[src/design/jsu_pkg.sv]
package jsu_pkg;

    localparam int JSU_QDEPTH = 4;

    localparam logic [1:0] KIND_BYTE  = 2'd0;
    localparam logic [1:0] KIND_CLOSE = 2'd1;
    localparam logic [1:0] KIND_ERROR = 2'd2;

    localparam logic [3:0] ERR_NONE        = 4'd0;
    localparam logic [3:0] ERR_EXP_QUOTE   = 4'd1;
    localparam logic [3:0] ERR_CTRL_CHAR   = 4'd2;
    localparam logic [3:0] ERR_TRUNC_ESC   = 4'd3;
    localparam logic [3:0] ERR_BAD_ESC     = 4'd4;
    localparam logic [3:0] ERR_TRUNC_UNI   = 4'd5;
    localparam logic [3:0] ERR_BAD_HEX     = 4'd6;
    localparam logic [3:0] ERR_SURROGATE   = 4'd7;
    localparam logic [3:0] ERR_UNTERM      = 4'd8;

    // one decoded command: up to three results of the same kind
    typedef struct packed {
        logic [1:0] n_res;
        logic [1:0] kind;
        logic [3:0] err;
        logic [7:0] b0;
        logic [7:0] b1;
        logic [7:0] b2;
    } t_cmd;

endpackage

[src/design/jsu_front.sv]
module jsu_front (
    input  logic          i_clk,
    input  logic          i_rst_n,
    input  logic          i_accept,
    input  logic          i_func,
    input  logic [7:0]    i_in_byte,
    output logic          o_cmd_valid,
    output jsu_pkg::t_cmd o_cmd
);
    import jsu_pkg::*;

    localparam logic [2:0] PH_QUOTE  = 3'd0;
    localparam logic [2:0] PH_STRING = 3'd1;
    localparam logic [2:0] PH_ESCAPE = 3'd2;
    localparam logic [2:0] PH_HEX    = 3'd3;
    localparam logic [2:0] PH_HALT   = 3'd4;

    logic [2:0]  r_phase, n_phase;
    logic [1:0]  r_digits, n_digits;
    logic [15:0] r_accum, n_accum;

    logic        w_hex_ok;
    logic [3:0]  w_hex_val;
    logic [15:0] w_code;
    logic        w_valid;
    t_cmd        w_cmd;

    always_comb begin
        w_hex_ok  = 1'b1;
        w_hex_val = 4'd0;
        if (i_in_byte inside {[8'h30:8'h39]}) begin
            w_hex_val = i_in_byte[3:0];
        end else if (i_in_byte inside {[8'h41:8'h46], [8'h61:8'h66]}) begin
            w_hex_val = 4'(i_in_byte[2:0] + 3'd1) + 4'd8;
        end else begin
            w_hex_ok = 1'b0;
        end
    end

    assign w_code = {r_accum[11:0], w_hex_val};

    always_comb begin
        n_phase  = r_phase;
        n_digits = r_digits;
        n_accum  = r_accum;
        w_valid  = 1'b0;
        w_cmd    = '{n_res: 2'd1, kind: KIND_BYTE, err: ERR_NONE,
                     b0: 8'd0, b1: 8'd0, b2: 8'd0};
        if (i_func) begin
            n_phase  = PH_QUOTE;
            n_digits = 2'd0;
            n_accum  = 16'd0;
            w_cmd.kind = KIND_ERROR;
            case (r_phase)
                PH_STRING: begin w_valid = 1'b1; w_cmd.err = ERR_UNTERM;    end
                PH_ESCAPE: begin w_valid = 1'b1; w_cmd.err = ERR_TRUNC_ESC; end
                PH_HEX:    begin w_valid = 1'b1; w_cmd.err = ERR_TRUNC_UNI; end
                default:   w_valid = 1'b0;
            endcase
        end else begin
            case (r_phase)
                PH_QUOTE: begin
                    if (i_in_byte == 8'h22) begin
                        n_phase = PH_STRING;
                    end else begin
                        n_phase    = PH_HALT;
                        w_valid    = 1'b1;
                        w_cmd.kind = KIND_ERROR;
                        w_cmd.err  = ERR_EXP_QUOTE;
                    end
                end
                PH_STRING: begin
                    w_valid = 1'b1;
                    if (i_in_byte == 8'h22) begin
                        n_phase    = PH_QUOTE;
                        w_cmd.kind = KIND_CLOSE;
                    end else if (i_in_byte < 8'h20) begin
                        n_phase    = PH_HALT;
                        w_cmd.kind = KIND_ERROR;
                        w_cmd.err  = ERR_CTRL_CHAR;
                    end else if (i_in_byte == 8'h5C) begin
                        n_phase = PH_ESCAPE;
                        w_valid = 1'b0;
                    end else begin
                        w_cmd.b0 = i_in_byte;
                    end
                end
                PH_ESCAPE: begin
                    w_valid = 1'b1;
                    n_phase = PH_STRING;
                    case (i_in_byte)
                        8'h22:   w_cmd.b0 = 8'h22;
                        8'h5C:   w_cmd.b0 = 8'h5C;
                        8'h2F:   w_cmd.b0 = 8'h2F;
                        8'h62:   w_cmd.b0 = 8'h08;
                        8'h66:   w_cmd.b0 = 8'h0C;
                        8'h6E:   w_cmd.b0 = 8'h0A;
                        8'h72:   w_cmd.b0 = 8'h0D;
                        8'h74:   w_cmd.b0 = 8'h09;
                        8'h75: begin
                            w_valid  = 1'b0;
                            n_phase  = PH_HEX;
                            n_digits = 2'd0;
                            n_accum  = 16'd0;
                        end
                        default: begin
                            n_phase    = PH_HALT;
                            w_cmd.kind = KIND_ERROR;
                            w_cmd.err  = ERR_BAD_ESC;
                        end
                    endcase
                end
                PH_HEX: begin
                    if (!w_hex_ok) begin
                        n_phase    = PH_HALT;
                        n_digits   = 2'd0;
                        n_accum    = 16'd0;
                        w_valid    = 1'b1;
                        w_cmd.kind = KIND_ERROR;
                        w_cmd.err  = ERR_BAD_HEX;
                    end else if (r_digits != 2'd3) begin
                        n_digits = r_digits + 2'd1;
                        n_accum  = w_code;
                    end else begin
                        n_digits = 2'd0;
                        n_accum  = 16'd0;
                        w_valid  = 1'b1;
                        n_phase  = PH_STRING;
                        if (w_code[15:11] == 5'b11011) begin
                            n_phase    = PH_HALT;
                            w_cmd.kind = KIND_ERROR;
                            w_cmd.err  = ERR_SURROGATE;
                        end else if (w_code[15:7] == 9'd0) begin
                            w_cmd.b0 = w_code[7:0];
                        end else if (w_code[15:11] == 5'd0) begin
                            w_cmd.n_res = 2'd2;
                            w_cmd.b0    = {3'b110, w_code[10:6]};
                            w_cmd.b1    = {2'b10, w_code[5:0]};
                        end else begin
                            w_cmd.n_res = 2'd3;
                            w_cmd.b0    = {4'b1110, w_code[15:12]};
                            w_cmd.b1    = {2'b10, w_code[11:6]};
                            w_cmd.b2    = {2'b10, w_code[5:0]};
                        end
                    end
                end
                default: w_valid = 1'b0;
            endcase
        end
    end

    always_ff @(posedge i_clk) begin
        if (!i_rst_n) begin
            r_phase  <= PH_QUOTE;
            r_digits <= 2'd0;
            r_accum  <= 16'd0;
        end else if (i_accept) begin
            r_phase  <= n_phase;
            r_digits <= n_digits;
            r_accum  <= n_accum;
        end
    end

    assign o_cmd_valid = i_accept && w_valid;
    assign o_cmd       = w_cmd;

endmodule

[src/design/jsu_fifo.sv]
module jsu_fifo #(
    parameter int DEPTH = jsu_pkg::JSU_QDEPTH
) (
    input  logic          i_clk,
    input  logic          i_rst_n,
    input  logic          i_push,
    input  jsu_pkg::t_cmd i_data,
    input  logic          i_pop,
    output jsu_pkg::t_cmd o_data,
    output logic          o_full,
    output logic          o_empty
);
    import jsu_pkg::*;

    localparam int PW = (DEPTH > 1) ? $clog2(DEPTH) : 1;
    localparam int CW = $clog2(DEPTH + 1);
    localparam logic [PW-1:0] LAST_PTR = PW'(DEPTH - 1);

    t_cmd          r_mem [DEPTH];
    logic [PW-1:0] r_wr_ptr, r_rd_ptr;
    logic [CW-1:0] r_count;
    logic          w_push, w_pop;

    assign o_full  = (r_count == CW'(DEPTH));
    assign o_empty = (r_count == '0);
    assign w_push  = i_push && !o_full;
    assign w_pop   = i_pop && !o_empty;
    assign o_data  = r_mem[r_rd_ptr];

    always_ff @(posedge i_clk) begin
        if (w_push) begin
            r_mem[r_wr_ptr] <= i_data;
        end
    end

    always_ff @(posedge i_clk) begin
        if (!i_rst_n) begin
            r_wr_ptr <= '0;
            r_rd_ptr <= '0;
            r_count  <= '0;
        end else begin
            if (w_push) begin
                r_wr_ptr <= (r_wr_ptr == LAST_PTR) ? '0 : r_wr_ptr + 1'b1;
            end
            if (w_pop) begin
                r_rd_ptr <= (r_rd_ptr == LAST_PTR) ? '0 : r_rd_ptr + 1'b1;
            end
            if (w_push && !w_pop) begin
                r_count <= r_count + 1'b1;
            end else if (w_pop && !w_push) begin
                r_count <= r_count - 1'b1;
            end
        end
    end

endmodule

[src/design/jsu_back.sv]
module jsu_back (
    input  logic          i_clk,
    input  logic          i_rst_n,
    input  logic          i_cmd_valid,
    input  jsu_pkg::t_cmd i_cmd,
    output logic          o_cmd_pop,
    input  logic          i_pop,
    output logic          o_empty,
    output logic [1:0]    o_out_kind,
    output logic [7:0]    o_out_byte,
    output logic [3:0]    o_error_code,
    output logic          o_last
);
    import jsu_pkg::*;

    logic       r_valid;
    logic [1:0] r_idx;
    logic [1:0] r_kind;
    logic [7:0] r_byte;
    logic [3:0] r_err;
    logic       r_last;

    logic       w_load;
    logic       w_take;
    logic       w_is_last;
    logic [7:0] w_byte;

    assign w_load    = !r_valid || i_pop;
    assign w_take    = w_load && i_cmd_valid;
    assign w_is_last = (r_idx == i_cmd.n_res - 2'd1);
    assign o_cmd_pop = w_take && w_is_last;

    always_comb begin
        case (r_idx)
            2'd0:    w_byte = i_cmd.b0;
            2'd1:    w_byte = i_cmd.b1;
            default: w_byte = i_cmd.b2;
        endcase
    end

    always_ff @(posedge i_clk) begin
        if (w_take) begin
            r_kind <= i_cmd.kind;
            r_byte <= w_byte;
            r_err  <= i_cmd.err;
            r_last <= w_is_last;
        end
    end

    always_ff @(posedge i_clk) begin
        if (!i_rst_n) begin
            r_valid <= 1'b0;
            r_idx   <= 2'd0;
        end else begin
            if (w_load) begin
                r_valid <= i_cmd_valid;
            end
            if (w_take) begin
                r_idx <= w_is_last ? 2'd0 : r_idx + 2'd1;
            end
        end
    end

    assign o_empty      = !r_valid;
    assign o_out_kind   = r_kind;
    assign o_out_byte   = r_byte;
    assign o_error_code = r_err;
    assign o_last       = r_last;

endmodule

[src/design/json_string_unescape.sv]
// Streaming decoder for quoted JSON string literals. One input item (a byte, or an
// end-of-input mark on i_func) is taken per clock while full is low; the front end
// decodes it in the cycle it is accepted and queues a command of one to three
// results, or none. Results leave one per cycle while pop is high, from an output
// register; each command passes through the queue and then that output register
// before the first result of an item is visible. A \u escape that encodes to two or
// three UTF-8 bytes holds the output side while each of its bytes leaves; the command
// queue (QDEPTH entries) absorbs that, and full rises only when it fills. After an
// error, data bytes are dropped until an end-of-input item arrives.
module json_string_unescape #(
    parameter int QDEPTH = jsu_pkg::JSU_QDEPTH
) (
    input  logic       i_clk,
    input  logic       i_rst_n,
    input  logic       push,
    output logic       full,
    input  logic       i_func,
    input  logic [7:0] i_in_byte,
    output logic       empty,
    input  logic       pop,
    output logic [1:0] o_out_kind,
    output logic [7:0] o_out_byte,
    output logic [3:0] o_error_code,
    output logic       o_last
);
    import jsu_pkg::*;

    logic w_accept;
    logic w_cmd_valid;
    t_cmd w_cmd;
    t_cmd w_head;
    logic w_q_empty;
    logic w_q_pop;

    assign w_accept = push && !full;

    jsu_front u_front (
        .i_clk       (i_clk),
        .i_rst_n     (i_rst_n),
        .i_accept    (w_accept),
        .i_func      (i_func),
        .i_in_byte   (i_in_byte),
        .o_cmd_valid (w_cmd_valid),
        .o_cmd       (w_cmd)
    );

    jsu_fifo #(
        .DEPTH (QDEPTH)
    ) u_fifo (
        .i_clk   (i_clk),
        .i_rst_n (i_rst_n),
        .i_push  (w_cmd_valid),
        .i_data  (w_cmd),
        .i_pop   (w_q_pop),
        .o_data  (w_head),
        .o_full  (full),
        .o_empty (w_q_empty)
    );

    jsu_back u_back (
        .i_clk        (i_clk),
        .i_rst_n      (i_rst_n),
        .i_cmd_valid  (!w_q_empty),
        .i_cmd        (w_head),
        .o_cmd_pop    (w_q_pop),
        .i_pop        (pop),
        .o_empty      (empty),
        .o_out_kind   (o_out_kind),
        .o_out_byte   (o_out_byte),
        .o_error_code (o_error_code),
        .o_last       (o_last)
    );

    a_err_is_last: assert property (@(posedge i_clk) disable iff (!i_rst_n)
        (!empty && o_out_kind == KIND_ERROR) |-> o_last)
        else $error("error result not marked last");

    a_byte_zero: assert property (@(posedge i_clk) disable iff (!i_rst_n)
        (!empty && o_out_kind != KIND_BYTE) |-> (o_out_byte == 8'd0))
        else $error("nonzero byte on non-byte result");

    a_code_zero: assert property (@(posedge i_clk) disable iff (!i_rst_n)
        (!empty && o_out_kind != KIND_ERROR) |-> (o_error_code == ERR_NONE))
        else $error("error code on non-error result");

    a_close_last: assert property (@(posedge i_clk) disable iff (!i_rst_n)
        (!empty && o_out_kind == KIND_CLOSE) |-> o_last)
        else $error("close result not marked last");

endmodule

[config.mk]
export PLATFORM = sky130hd
export DESIGN_NAME = json_string_unescape
export DESIGN_NICKNAME = d
export VERILOG_FILES = /design/src/design/jsu_pkg.sv /design/src/design/jsu_front.sv /design/src/design/jsu_fifo.sv /design/src/design/jsu_back.sv /design/src/design/json_string_unescape.sv
export SDC_FILE = /design/constraint.sdc
export NUM_CORES = 1
export LEC_CHECK = 0
export BUFFER_PORTS_ARGS = -buffer_cell sky130_fd_sc_hd__buf_2
export CAP_MARGIN = 20
export CORE_AREA = 4 4 117 119
export DETAILED_ROUTE_END_ITERATION = 12
export DIE_AREA = 0 0 121 123
export GPL_ROUTABILITY_DRIVEN = 0
export PLACE_DENSITY = 0.75
export SLEW_MARGIN = 25
export SYNTH_ARGS = -nofsm -noshare
export SYNTH_HDL_FRONTEND = slang
export SYNTH_SLANG_ARGS = --single-unit
[constraint.sdc]
create_clock -name i_clk -period 5.4 [get_ports i_clk]
set_clock_uncertainty 0.2 [all_clocks]
set_input_delay 0.27 -clock i_clk [delete_from_list [all_inputs] [get_ports i_clk]]
set_output_delay 0.27 -clock i_clk [all_outputs]
set_load 0.005 [all_outputs]
# == Word-level counts from Yosys, hierarchy flattened ==
# Memory sizes are Yosys's and may differ from the RTL's. A register that Yosys moved wholly into a read port is not among the register bits.
# Cells that the tools add are included.
# totals
regBits,42
ramBits,128
input_bits,13
output_inout_bits,17
wordCells,155
mem_count,1
# memory_table
name,depth,word_bits,read_ports,rd_ports_with_merged_regs,write_ports,line_no,source
u_fifo.r_mem,4,32,1,1,1,jsu_fifo.sv:19,t_cmd r_mem [DEPTH];
# classes
n_addsub,9
order_cmp,7
eq_ne,22
muxes,73
n_reduce_logical,31
# ops
operator,count
two-way mux 24 bit,3
two-way mux 12 bit,5
"equality test 8 x 7 -> 1 bit, second input constant",7
case mux 7 bit (8 select lines),1
two-way mux 6 bit,6
two-way mux 16 bit,2
two-way mux 32 bit,1
two-way mux 8 bit,4
two-way mux 2 bit,15
two-way mux 3 bit,10
case mux 12 bit (2 select lines),1
case mux 6 bit (4 select lines),1
case mux 8 bit (3 select lines),1
"equality test 8 x 6 -> 1 bit, second input constant",2
">= comparator 8 x 7 -> 1 bit, second input constant",2
"<= comparator 8 x 7 -> 1 bit, second input constant",2
case mux 8 bit (2 select lines),1
two-way mux 1 bit,14
two-way mux 14 bit,1
case mux 3 bit (4 select lines),1
case mux 4 bit (3 select lines),1
logical AND 1 bit,11
zero test 9 bit,1
OR reduction 9 bit,1
36 further kinds,48

# == Longest topological paths before layout ==
# depth
depth_word,14
depth_mapped,13
ltp_nobuf,13

# == By module ==
# Synthesis repeated with hierarchy kept, for this count alone.
# hier_totals
hier_cells,544
area_unflattened_um2,7768.7
# modules_own_cells
module,n_inst,cells_each,area_each_um2,seq_area_each_um2
jsu_fifo,1,218,5138.7,4023.9
jsu_front,1,259,1834.3,340.3
jsu_back,1,65,778.2,510.5
json_string_unescape,1,2,17.5,0.0

# == Least setup slack after synthesis ==
# Ideal clock, no wire load.
# synth_path
path_kind,input-to-reg
start,input i_in_byte[0]
end,register u_fifo.r_count[2]
setup_time_ns,0.076
t_arrival_ns,2.837
required_ns,5.124
setup_slack_ns,2.288
stages,13
cell_sequence,inv_1 ha_1 nor3b_1 a2111oi_4 o21ai_0 nand2_1 a31oi_1 ha_1 inv_1 fa_1 xor2_1 or3_1 a21boi_0
# synth_between
elab_chain_len,13
word_cells_on_any_way,31
cone_classes,order compare: 7; eq/ne: 3; mux: 11; reduce/logical: 10
# synth_rtl
item,line_no,source
from (decl),json_string_unescape.sv:18,"input logic [7:0] i_in_byte,"
>= comparator 8 x 7 -> 1 bit / <= comparator 8 x 7 -> 1 bit (equally long branches),jsu_front.sv:33,"end else if (i_in_byte inside {[8'h41:8'h46], [8'h61:8'h66]}) begin"
logical AND 1 bit,jsu_front.sv:33,
nonzero test 2 bit,jsu_front.sv:33,
two-way mux 1 bit,jsu_front.sv:33,
two-way mux 1 bit,jsu_front.sv:31,if (i_in_byte inside {[8'h30:8'h39]}) begin
two-way mux 1 bit,jsu_front.sv:114,if (!w_hex_ok) begin
case mux 1 bit (4 select lines) *,jsu_front.sv:61,case (r_phase)
two-way mux 1 bit *,jsu_front.sv:49,if (i_func) begin
logical AND 1 bit *,jsu_front.sv:164,assign o_cmd_valid = i_accept && w_valid;
logical AND 1 bit *,jsu_fifo.sv:26,assign w_push = i_push && !o_full;
named net u_fifo.w_push,jsu_fifo.sv:22,"logic w_push, w_pop;"
zero test 1 bit,jsu_fifo.sv:50,end else if (w_pop && !w_push) begin
logical AND 1 bit,jsu_fifo.sv:50,
nonzero test 2 bit (no source line),n/a,
to (signal assigned),jsu_fifo.sv:49,r_count <= r_count + 1'b1;
to (signal assigned),jsu_fifo.sv:51,r_count <= r_count - 1'b1;
to (decl),jsu_fifo.sv:21,logic [CW-1:0] r_count;
# The timed path passes the listed nets; every way through them passes the cells marked *.
# A chain may end at the register's enable or synchronous reset.

==> summary by stage <==
Timing
Dividing the final minimum period by the clock period gives 64.76%. The post-route minimum period is 3.497 ns. After routing, the total negative slack on setup checks comes to 0 ns. The fmax is 286.0 MHz. Setup repair after global routing left no endpoint under its margin.

At the pin with the least slew margin, the transition time is 0.7026 ns. The number of setup violations in the final report is 0. In this run the tightest slew margin relative to its limit is 52.67%. The hold violation total from the final report is 0. The smallest hold slack is 0.08219 ns.

The number of max-slew violations in the final report is 0.

Floorplan
The site row count is 41. The die span in y is 123 microns. The I/O pin count is 30. Once the floorplan was initialized, standard cells occupied 57.62% of the core. The die covers 14880 sq um. The horizontal extent of the die is 121 microns. The area of the core is 12570 sq um.

Layout
Compared with the post-synthesis result, the final layout area differs by 12.82%. The number of nets at the end of the flow is 566. Cells with a size suffix above 1 make up 21.20% of the layout. The library cell used most frequently in the layout, excluding fill and tap cells, is edfxtp_1. Leaving out fill and tap cells, the most frequent cells in the layout are 131 x edfxtp_1, 30 x nand2_1, 29 x mux4_2, 29 x buf_2, 28 x dfxtp_1.

0 antenna diodes ended up in the layout. The cell area after layout is 8170 sq um.

Global routing
The via count of the first global-routing pass is 4501. The pin count of the biggest net entering global routing is 34. In the global route stage, overall resource usage came out at 21.27%. The wire length of the first global-routing pass is 23980 microns. The number of antenna violations at the first check in global routing is 0. For this run the aggregate overflow at the end of global routing stands at 0.

Worst setup path
The number of buffers and inverters on the critical path is 2. The largest individual stage delay along the critical path comes from the cell mux4_2. The family with the most delay on the worst path is multiplexers. The worst setup path is launched from a flip-flop. The type of the worst setup path is reg -> reg. The critical path required time is 5.54 ns. The largest single stage delay on the critical path is 0.61 ns. The worst setup path is captured at a flip-flop.

Walking the worst path, the cells encountered are buf_4, mux4_2, xnor2_1, mux2i_1, nand2_1, ha_1, inv_1, fa_1, xor2_1, or3_1, a21boi_0. Data on the critical path arrives at its endpoint at 3.64 ns. In this run the worst path has a maximum fanout of 29.

Clock tree
The number of H-tree branching levels is 4. The later-pin clock latency in the skew report is 0.42 ns. TritonCTS built the clock tree. The total clock sinks is 160.

The post-CTS setup-driven buffer insertion count is 0. The root buffer cell is clkbuf_16. The number of buffers inserted during clock tree synthesis is 17.

The maximum number of buffers from clock root to sink is 2. After clock tree synthesis, the clock-pin slew on the worst setup and hold paths is 0.07 ns.

Power and ir drop
The reported leakage power is 0.002809 uW. The worst ir drop on vdd is 0.2673 mV. The power per cell area is 418.6 nW/um^2.

Drt
After detailed routing, the average wire length per cell comes to 20.31 microns. The detail route stage leaves a number of antenna-violating nets equal to 0. The number of vias in the routed layout is 4491.

The final wirelength is 14710 microns. For this run, design rule violations remaining after detail routing come to 0. The average vias per placed instance is 6.203. The detailed router finished its first iteration with 497 violations. Before antenna repair, the detailed router went through 5 iterations.

Place
In this run the cell area measured after placement is 7551 sq um. Detailed placement ended at an HPWL of 9416 microns. Port buffering added 29 buffers.

Yosys
The Yosys step of the flow raised 0 warnings. The fraction of the yosys area taken by sequential cells is 62.34%. The synthesized netlist occupies a cell area of 7242 sq um. Summed over all instances, the cell type with the most area after synthesis is edfxtp_1.

The number of different library cells used by synthesis comes to 70. The flip-flop and latch count after synthesis is 160. The synthesized design devotes to its leading area cell type 54.32% of total area. The mean post-synth cell area is 14.28 sq um. The fraction of registers with async set/reset is 0%. Yosys attributes the largest share of cell area to edfxtp_1 54%, mux4_2 9.0%, dfxtp_1 8.0%. After technology mapping, the gate count stands at 507.

Synthesis produced a netlist with a net count of 534. For this run, the leading register cell type out of synthesis is edfxtp_1. The number of enable flip-flop cells after synthesis is 131.

Run status
The run finished with clean final reports.

Hold path
The worst min-delay path category is in -> reg.

Flow run
The count of max-cap constraint violations is 0.
routing by layer:
| layer | vias up | GRT usage (%) | part of all wire, % |
|---|---|---|---|
| met5 | - | 0 | 0 |
| met1 | 2206 | 28.72 | 43 |
| met2 | 206 | 34.53 | 49 |
| met3 | 36 | 4.529 | 6.3 |
| li1 | 2043 | - | - |
| met4 | 0 | 7.649 | 2.3 |
per-stage QoR:
stage	cells	power (uW)	util, %	setup slack, ns
detailed placement	691	2234	60.08	1.639
CTS	724	3455	65.01	1.828
finish	724	3420	65.01	1.903
global route	724	3582	65.01	1.583
floorplan	507	2018	-	2.288
global placement	691	2214	60.02	1.760
path summary, 6_finish.rpt:
check                           start                   to  slack (ns)  cells past startpoint
setup / recovery            flip-flop    u_fifo.r_count[2]        1.90                     11
hold / removal                   push   u_front.r_phase[1]        0.08                      4
setup reg to reg            flip-flop    u_fifo.r_count[2]        1.90                     11
hold reg to reg   u_front.r_digits[1]  u_front.r_digits[1]        0.28                      2
cells by family (layout without fill, tap and decap cells):
group,count (synthesis),in the layout,share of synthesized area (%)
compound gates,99,99,10.12
xor+xnor,3,3,0.3629
fa+ha+maj,14,14,2.523
buf+inv,37,82,2.281
flops,160,160,62.34
mux,36,36,10.00
simple gates,158,158,12.37
cells in the mapped netlist (3+ instances only):
library cell	n
buf_2	3
nand3_1	11
nor2b_1	26
edfxtp_1	131
nor3_1	10
or3_1	3
a221o_1	7
and3_1	3
clkbuf_1	16
nor3b_1	4
a21boi_0	6
mux4_2	29
o21ai_0	18
nand2_1	30
nor2_1	26
a22oi_1	19
or2_2	5
ha_1	13
and2_1	15
a31oi_1	5
a21oi_1	16
dfxtp_1	29
buf_6	3
nand2b_1	4
inv_1	13
mux2i_1	6
power by group:
part / total, uW / leakage (uW) / internal (uW) / switching (uW)
registers: 1530 / 0.00154 / 1490 / 44.5
clock network: 1220 / 0.000293 / 734 / 488
logic: 668 / 0.000978 / 303 / 366
total: 3420 / 0.00281 / 2520 / 898
worst reg2reg max path, cell delays in order (launching register included):
cell	delay (ns)
dfxtp_2	0.31
buf_4	0.47
mux4_2	0.62
xnor2_1	0.19
mux2i_1	0.14
nand2_1	0.20
ha_1	0.22
inv_1	0.06
fa_1	0.37
xor2_1	0.18
or3_1	0.30
a21boi_0	0.18
repair_timing:
item                                   in CTS  in global routing
gates resized for setup                     0                  0
hold buffers                                1                  0
endpoints found under the hold margin       1                  0
area by class of cell:
| class | instances | area (sq um) |
|---|---|---|
| repair buffers | 37 | 207.7 |
| fillers | 892 | 4398 |
| multi-input cells | 310 | 2574 |
| clock buffers | 17 | 425.4 |
| flip-flops and latches | 160 | 4516 |
| inverters | 13 | 48.80 |
| well taps | 172 | 215.2 |
| clock inverters | 15 | 183.9 |
state kept, by name, summed over array words and instances (netlist names), named ones only:
name,cells
u_fifo.r_mem,116
u_back.o_out_byte,8
u_back.o_last,1
u_fifo.r_count,3
u_back.r_idx,2
u_fifo.r_wr_ptr,2
u_fifo.r_rd_ptr,2
u_back.r_valid,1
u_front.r_digits,2
u_front.r_accum,12
u_back.o_error_code,4
u_front.r_phase,3
u_back.o_out_kind,2
Power figures use the tool's default switching activity.
